==> config.mk <==
export PLATFORM = sky130hd
export DESIGN_NAME = tap_ctrl
export DESIGN_NICKNAME = d
export VERILOG_FILES = /design/src/rtl/tap_pkg.sv /design/src/rtl/tap_ctrl.sv
export SDC_FILE = /design/constraint.sdc
export NUM_CORES = 1
export LEC_CHECK = 0
export CAP_MARGIN = 20
export CORE_AREA = 2 2 39 41
export DETAILED_ROUTE_END_ITERATION = 6
export DIE_AREA = 0 0 41 43
export DONT_BUFFER_PORTS = 1
export GPL_ROUTABILITY_DRIVEN = 0
export PLACE_DENSITY = 0.33
export SETUP_SLACK_MARGIN = 0.5
export SLEW_MARGIN = 10
export SYNTH_ARGS = -nofsm -noshare
export SYNTH_HDL_FRONTEND = slang
export SYNTH_SLANG_ARGS = --single-unit
export TNS_END_PERCENT = 50
==> constraint.sdc <==
create_clock -name i_clk -period 1.59 [get_ports i_clk]
set_input_delay 0.318 -clock i_clk [delete_from_list [all_inputs] [get_ports i_clk]]
set_output_delay 0.318 -clock i_clk [all_outputs]
set_load 0.01 [all_outputs]
==> src/rtl/tap_pkg.sv <==
// ----------------------------------------------------------------------------
// tap_pkg
// shared types and constants of the tensor axis permute block
// ----------------------------------------------------------------------------
package tap_pkg;

    localparam int CFG_W       = 18;
    localparam int CFG_IDX_W   = 3;
    localparam int EXT_W       = 13;
    localparam int DIGIT_W     = 12;
    localparam int RANK_W      = 3;
    localparam int AXIS_FLD_W  = 3;
    localparam int WORD_W      = 32;
    localparam int STATUS_W    = 2;
    localparam int EXTENT_MAX  = 4096;
    localparam int RANK_MIN    = 2;

    // register indexes
    localparam logic [CFG_IDX_W-1:0] REG_RANK  = 3'd0;
    localparam logic [CFG_IDX_W-1:0] REG_AXIS  = 3'd1;
    localparam logic [CFG_IDX_W-1:0] REG_SIZE0 = 3'd2;

    // register reset values
    localparam logic [RANK_W-1:0] RANK_RESET = 3'd2;
    localparam logic [CFG_W-1:0]  AXIS_RESET = 18'd181896;
    localparam logic [EXT_W-1:0]  SIZE_RESET = 13'd1;

    // item kinds
    localparam logic OP_LOAD = 1'b0;
    localparam logic OP_READ = 1'b1;

    // result status codes
    localparam logic [STATUS_W-1:0] STAT_OK       = 2'd0;
    localparam logic [STATUS_W-1:0] STAT_PAST_END = 2'd1;
    localparam logic [STATUS_W-1:0] STAT_MISMATCH = 2'd2;

    typedef struct packed {
        logic init;
        logic size_step;
        logic map;
        logic delta_step;
        logic accept;
        logic pend_move;
    } t_dp_cmd;

    typedef struct packed {
        logic step_zero;
        logic has_result;
    } t_dp_stat;

endpackage

==> src/rtl/tap_ctrl.sv <==
// ----------------------------------------------------------------------------
// tap_ctrl
// sequencer for stride setup and item/result handshake control
// ----------------------------------------------------------------------------
module tap_ctrl (
    input  logic              i_clk,
    input  logic              i_rst_n,
    input  logic              i_cfg_we,
    input  logic              i_s_valid,
    input  logic              i_m_ready,
    input  tap_pkg::t_dp_stat i_stat,
    output logic              o_s_ready,
    output logic              o_m_valid,
    output tap_pkg::t_dp_cmd  o_cmd
);
    import tap_pkg::*;

    localparam logic [2:0] S_INIT  = 3'd0;
    localparam logic [2:0] S_SIZE  = 3'd1;
    localparam logic [2:0] S_MAP   = 3'd2;
    localparam logic [2:0] S_DELTA = 3'd3;
    localparam logic [2:0] S_RUN   = 3'd4;

    logic [2:0] r_state;
    logic [2:0] n_state;
    logic       r_pend_valid;
    logic       n_pend_valid;
    logic       r_out_valid;
    logic       n_out_valid;
    logic       w_pend_move;
    logic       w_ready;
    logic       w_accept;

    assign w_pend_move = r_pend_valid && (!r_out_valid || i_m_ready);
    assign w_ready     = (r_state == S_RUN) && (!r_pend_valid || w_pend_move);
    assign w_accept    = i_s_valid && w_ready;

    always_comb begin
        n_state = r_state;
        case (r_state)
            S_INIT:  n_state = S_SIZE;
            S_SIZE:  if (i_stat.step_zero) n_state = S_MAP;
            S_MAP:   n_state = S_DELTA;
            S_DELTA: if (i_stat.step_zero) n_state = S_RUN;
            S_RUN:   n_state = S_RUN;
            default: n_state = S_INIT;
        endcase
        if (i_cfg_we) begin
            n_state = S_INIT;
        end
    end

    always_comb begin
        n_pend_valid = r_pend_valid;
        if (w_accept && i_stat.has_result) begin
            n_pend_valid = 1'b1;
        end else if (w_pend_move) begin
            n_pend_valid = 1'b0;
        end
        n_out_valid = r_out_valid;
        if (w_pend_move) begin
            n_out_valid = 1'b1;
        end else if (i_m_ready) begin
            n_out_valid = 1'b0;
        end
    end

    always_ff @(posedge i_clk) begin
        if (!i_rst_n) begin
            r_state      <= S_INIT;
            r_pend_valid <= 1'b0;
            r_out_valid  <= 1'b0;
        end else begin
            r_state      <= n_state;
            r_pend_valid <= n_pend_valid;
            r_out_valid  <= n_out_valid;
        end
    end

    assign o_s_ready        = w_ready;
    assign o_m_valid        = r_out_valid;
    assign o_cmd.init       = (r_state == S_INIT);
    assign o_cmd.size_step  = (r_state == S_SIZE);
    assign o_cmd.map        = (r_state == S_MAP);
    assign o_cmd.delta_step = (r_state == S_DELTA);
    assign o_cmd.accept     = w_accept;
    assign o_cmd.pend_move  = w_pend_move;

endmodule

==> impl_metrics.json, run 1 <==
{
  "status": "completed",
  "critPathLaunchType": "flip-flop",
  "synth.top_cell.area_share_pct": 35.56,
  "grt_pass1_vias": 230,
  "core_mm2": 0.001384,
  "period_share_pct": 96.99,
  "syn_inst": 29,
  "p_int_uw": 229.3,
  "synth-seq-area-share_pct": 35.56,
  "p_switching_uw": 62.67,
  "use_met1_pct": 10.32,
  "grt_first_pass_wirelength_um": 952,
  "synth_async_sr_flop_share_pct": 0,
  "seqCellArea_um2": 112.6,
  "ys_ff_latch": 5,
  "grt_util_met2_pct": 9.688,
  "synth_edf_count": 0,
  "dp_cells": 42,
  "area_growth_pct": 30.22,
  "rows": 14,
  "drv_cap": 0,
  "sw_frac_of_total_pct": 21.47,
  "gr-max-usage-layer": "met1",
  "finalSetupViolations": 0,
  "worstMarginPinSlew_ns": 0.4024,
  "p_leak_uw": 0.0001289,
  "yosysUniqueCellTypes": 19,
  "avgSynthCellArea_um2": 9.708,
  "critPathCaptureType": "primary output",
  "crit_type": "reg -> out",
  "syn_area_um2": 281.5,
  "clock_latency_ns": 0.24,
  "ys_top_cells_by_area": "dfxtp_1 36%, and3b_1 6.2%, a21oi_1 5.3%",
  "fin_skew_ns": 0.001225,
  "nNetsFinal": 40,
  "multi_input_area_um2": 192.7,
  "n_fill_cell": 146,
  "portBuffers": 0,
  "holdWs_ns": 0.1509,
  "placed_cell_area_um2": 275.3,
  "finalWirelength_um": 616,
  "routed_via_density": 4.646,
  "synth_top_cell_by_area": "dfxtp_1",
  "vdd_drop_max_v": 0.0004615,
  "synth_commonest_cells": "5 x dfxtp_1, 3 x a21oi_1",
  "die_x_um": 41,
  "fin_area_um2": 366.6,
  "htreeDepth": 1,
  "seqPwrFrac_pct": 43.1,
  "path_clk_slew_ns": 0.04,
  "powerDensity_mw_per_mm2": 796.3,
  "power.total_uw": 291.9,
  "initial_utilization_pct": 20.34,
  "max_slew_margin_pct": 73.12,
  "grt_max_degree": 9,
  "rsz0062_at_grt": "true",
  "ys.flop_type": "dfxtp_1",
  "die_area_mm2": 0.001763,
  "finalHoldViolCount": 0,
  "finalNonFillerCells": 48,
  "drtPass1Iterations": 1,
  "cts_buffers": 3,
  "gr-total-overflow": 0,
  "yosys_warnings": 0,
  "grtUsageMet3_pct": 9.948,
  "track_usage_pct": 8.844,
  "n_antenna_cell": 0,
  "cts_num_sinks": 5,
  "synth.most_common_cell": "dfxtp_1",
  "ant_nets": 0,
  "finalCriticalPeriod_ns": 1.542,
  "vias": 223,
  "worst_ep_arrival_time_ns": 1.22,
  "cts_root_buffer": "clkbuf_4",
  "cp.required_ns": 1.27,
  "antenna_found_initial": 0,
  "hold_path.class": "in -> reg",
  "cts_tree": "yes",
  "combinationalPowerShare_pct": 7.0,
  "io_pins": 15,
  "clk_path_buf_depth": 2,
  "wl_per_cell_um": 12.83,
  "drt_iter0_markers": 0,
  "drive_gt1_share_pct": 59.38,
  "power_frac_clock_pct": 49.9,
  "maxSlewViolCount": 0,
  "syn_nets": 36,
  "cp_max_fo": 4,
  "hold_buffers": 0,
  "drc_errors": 0,
  "clock.fmax_mhz": 648.4,
  "die_h_um": 43
}
-- critical path: stages, from the launching register on --
cell     delay [ns]
dfxtp_4        0.33
or3b_4         0.42
nor3b_4        0.23
-- flip-flops by register name, summed over array words and instances, names as in the netlist --
name	flops
r_pend_valid	1
o_m_valid	1
r_state	3
-- cell families after synthesis --
kind of cell           Yosys count  synth area share, %
buffers and inverters            3                9.331
DFF                              5                35.56
and+or+nand+nor                 15                40.44
AOI/OAI and AO/OA                6                14.67
-- cell type report --
type                    instances  share of cell area (%)
clock buffers                   4                   7.167
multi-input cells              21                   52.56
flip-flops and latches          5                   30.72
well taps                      16                   5.461
repair buffers                  2                   4.096
-- layout by cell type, fill, tap and decap left out, drive strengths merged --
cell	n
a21oi	3
nor2b	2
nor3b	3
and3b	2
nor2	1
o2bb2ai	1
nand3	1
nand2b	1
or3b	2
nand4b	1
nor3	1
nand3b	1
a21bo	1
dfxtp	5
o21a	1
buf	2
clkbuf	4
-- through the flow --
stage / TNS, ns / setup WS (ns) / utilization, %
final: 0 / 0.04782 / 26.49
after detailed placement: 0 / 0.1978 / 19.89
after CTS: 0 / 0.01144 / 23.96
after global placement: 0 / 0.2259 / 19.89
after global routing: -0.001344 / -0.001344 / 26.49
after floorplan: 0 / 0.2048 / -
-- power by group through the flow --
stage	Combinational, uW	Sequential, uW	Clock (uW)
final	20.3	126	146
after global routing	22.0	126	166
after CTS	16.9	128	153
after detailed placement	11.9	134	0
after global placement	11.9	134	0
after floorplan	15.8	131	0
-- worst paths after layout --
kind                                                 from                       to  slack, ns  cells after the start
worst max-delay path              r_state[0]$_SDFFE_PP0P_                 o_cmd[1]       0.05                      2
worst min-delay path                            i_stat[1]  r_state[0]$_SDFFE_PP0P_       0.15                      1
worst max register to register    r_state[2]$_SDFFE_PP0P_  r_state[0]$_SDFFE_PP0P_       0.53                      3
worst min register to register  r_pend_valid$_SDFFE_PN0P_   o_m_valid$_SDFFE_PN0P_       0.50                      1
-- what timing repair did --
| item | CTS | global route |
|---|---|---|
| pin swaps | 2 | 1 |
| cloned | 0 | 0 |
| endpoints found under the setup margin | 7 | 9 |
| setup buffers | 2 | 0 |
| resized for setup | 6 | 11 |
-- metal layers --
layer  part of all wire (%)  routed length (um)  up-vias
met5                      0                   0        -
met4                      0                   0        0
met3                     15                  95        0
met2                     45                 278       14
met1                     39                 242      100
li1                       -                   -      109
(Power assumes the default switching activity.)
==> run 2, diff against run 1 <==
Settings changed: ABC_AREA from default to 1.
==> run 2 against run 1 <==
  * Clock-buffer cell count did not move
  * Clock skew rose by 0.0014 ns
  * Maximum frequency is 18% higher
  * Critical endpoint is now o_s_ready
==> impl_metrics.json, run 2 <==
{
  "core_mm2": 0.001384,
  "portBuffers": 0,
  "worst_ep_arrival_time_ns": 0.99,
  "initial_utilization_pct": 19.98,
  "finalSetupViolations": 0,
  "die_area_mm2": 0.001763,
  "hold_path.class": "in -> reg",
  "synth_async_sr_flop_share_pct": 0,
  "endpoint": "o_s_ready",
  "r2r_cells": 5,
  "max_slew_margin_pct": 82.61,
  "final_common_cell": "inv_1",
  "r2r_slack_ns": 0.56,
  "antenna_found_initial": 0,
  "ant_nets": 0,
  "grtUsageMet3_pct": 5.236,
  "syn_nets": 47,
  "setup_slack_ns": 0.2837,
  "path_clk_slew_ns": 0.04,
  "nNetsFinal": 54,
  "synth_top_cell_by_area": "dfxtp_1",
  "clock_latency_ns": 0.24,
  "finalHoldViolCount": 0,
  "ys_top_cells_by_area": "dfxtp_1 36%, inv_1 9.5%, nand2_1 8.1%",
  "n_fill_cell": 155,
  "drt_iter0_markers": 3,
  "htreeDepth": 1,
  "gr-max-usage-layer": "met2",
  "hold_buffers": 0,
  "die_h_um": 43,
  "mostFrequentLayoutCells": "5 x inv_1, 4 x inv_2, 4 x nand2_1, 4 x buf_4",
  "status": "completed",
  "drive_gt1_share_pct": 58.70,
  "r2r_end": "r_state[2]$_SDFFE_PP0P_",
  "r2r_start": "r_state[0]$_SDFFE_PP0P_",
  "gr-total-overflow": 0,
  "grt_max_degree": 6,
  "clk_path_buf_depth": 2,
  "drv_cap": 0,
  "finalWirelength_um": 624,
  "vias": 262,
  "grt_util_met2_pct": 14.37,
  "n_antenna_cell": 0,
  "track_usage_pct": 9.457,
  "fin_skew_ns": 0.002620,
  "worstMarginPinSlew_ns": 0.2617,
  "synth_edf_count": 0,
  "drtPass1Iterations": 2,
  "dp_hpwl_um": 480,
  "yosys_warnings": 0,
  "largest_reg_flops": 3,
  "maxSlewViolCount": 0,
  "period_share_pct": 82.16,
  "synth_commonest_cells": "7 x inv_1, 6 x nand2_1, 5 x dfxtp_1, 5 x nor2_1, 3 x a21oi_1",
  "ys_ff_latch": 5,
  "cp.required_ns": 1.27,
  "die_x_um": 41,
  "finalCriticalPeriod_ns": 1.306,
  "ys.flop_type": "dfxtp_1",
  "cts_buffers": 3,
  "synth.most_common_cell": "inv_1",
  "cp_max_fo": 4,
  "critPathCaptureType": "primary output",
  "routed_via_density": 4.226,
  "area_growth_pct": 40.72,
  "avgSynthCellArea_um2": 6.913,
  "synth-seq-area-share_pct": 36.20,
  "regMostFlops": "r_state",
  "place_ws_ns": 0.3977,
  "use_met1_pct": 9.385,
  "crit_type": "reg -> out",
  "syn_area_um2": 276.5,
  "wl_per_cell_um": 10.06,
  "syn_inst": 40,
  "synth.top_cell.area_share_pct": 36.20,
  "clock.fmax_mhz": 765.5,
  "critPathLaunch": "r_state[2]$_SDFFE_PP0P_",
  "io_pins": 15,
  "finalNonFillerCells": 62,
  "cts_num_sinks": 5,
  "vdd_drop_max_v": 0.0002382,
  "powerDensity_mw_per_mm2": 762.5,
  "drc_errors": 0,
  "yosysUniqueCellTypes": 15,
  "grt_pass1_vias": 279,
  "rsz0062_at_grt": "true",
  "p_leak_uw": 0.0001528,
  "grt_first_pass_wirelength_mm": 1.090,
  "cts_tree": "yes",
  "dp_cells": 54,
  "critPathLaunchType": "flip-flop",
  "cts_root_buffer": "clkbuf_4",
  "tns_ns": 0,
  "rows": 14
}
[run 2: cell count changes in the layout (fill, tap and decap cells not counted), moves of 2 or more]
cell	change
inv_1	+5
inv_2	+4
nand2_1	+4
a21oi_1	+2
buf_4	+2
dfxtp_2	+2
nand2_2	+2
nor2_1	+2
nor2_2	+2
nor2b_4	-2
or3b_4	-2
[run 2: repair_timing]
item | 4_1_cts | 5_1_grt
resized for setup | 9 | 4
setup buffers | 3 | 1
pin swaps | 1 | 2
setup endpoints to repair | 7 | 8
[run 2: report_power, final]
part           total [uW]  internal [uW]  leakage [uW]  switching, uW
clock                 146           94.8     0.0000150           51.3
combinational        23.2           7.83     0.0000943           15.4
sequential            127            125     0.0000435           2.37
total                 297            228      0.000153           69.1
[run 2: cells by family after synthesis]
logic type / after synthesis / synth area share, %
AOI/OAI and AO/OA: 5 / 10.86
DFF: 5 / 36.20
buffers and inverters: 11 / 17.65
and+or+nand+nor: 19 / 35.30
[run 2: worst min-delay path by stage]
stage / to / from / cells after the start / slack, ns
after detailed placement: r_state[2]$_SDFFE_PP0P_ / i_rst_n / 2 / 0.45
after global routing: r_state[2]$_SDFFE_PP0P_ / i_rst_n / 2 / 0.19
after global placement: r_state[2]$_SDFFE_PP0P_ / i_rst_n / 2 / 0.46
final: r_state[2]$_SDFFE_PP0P_ / i_rst_n / 2 / 0.20
after CTS: r_state[2]$_SDFFE_PP0P_ / i_rst_n / 2 / 0.19
after floorplan: o_m_valid$_SDFFE_PN0P_ / i_rst_n / 2 / 0.44
[run 2: final cells by class]
class / count / area [um2] / share of cell area (%)
multi-input cells: 24 / 167.7 / 43.09
clock buffers: 4 / 26.28 / 6.752
inverters: 9 / 33.78 / 8.682
flip-flops and latches: 5 / 111.4 / 28.62
well taps: 16 / 20.02 / 5.145
repair buffers: 4 / 30.03 / 7.717
[run 2: per-stage QoR]
stage | cell area, um2 | hold slack [ns] | power [uW] | utilization, %
2_1_floorplan | 290.3 | 0.4422 | 147.5 | -
3_3_place_gp | 295.3 | 0.4551 | 149.9 | 21.34
3_5_place_dp | 295.3 | 0.4548 | 150.0 | 21.34
4_1_cts | 372.9 | 0.1949 | 303.3 | 26.94
5_1_grt | 389.1 | 0.1885 | 320.0 | 28.12
6_report | 389.1 | 0.2028 | 296.7 | 28.12
[run 2: worst max-delay path, stage by stage (launching register included)]
cell and delay [ns]:
dfxtp_4 0.36, nand2_2 0.07, nor2_4 0.10, inv_2 0.06
a31oi_4 0.16
[run 2: layer usage]
layer  vias to the layer above  share of wire (%)
met5                         -                  0
met4                         0                  0
met3                         0                5.8
met2                         5                 58
met1                       121                 36
li1                        136                  -
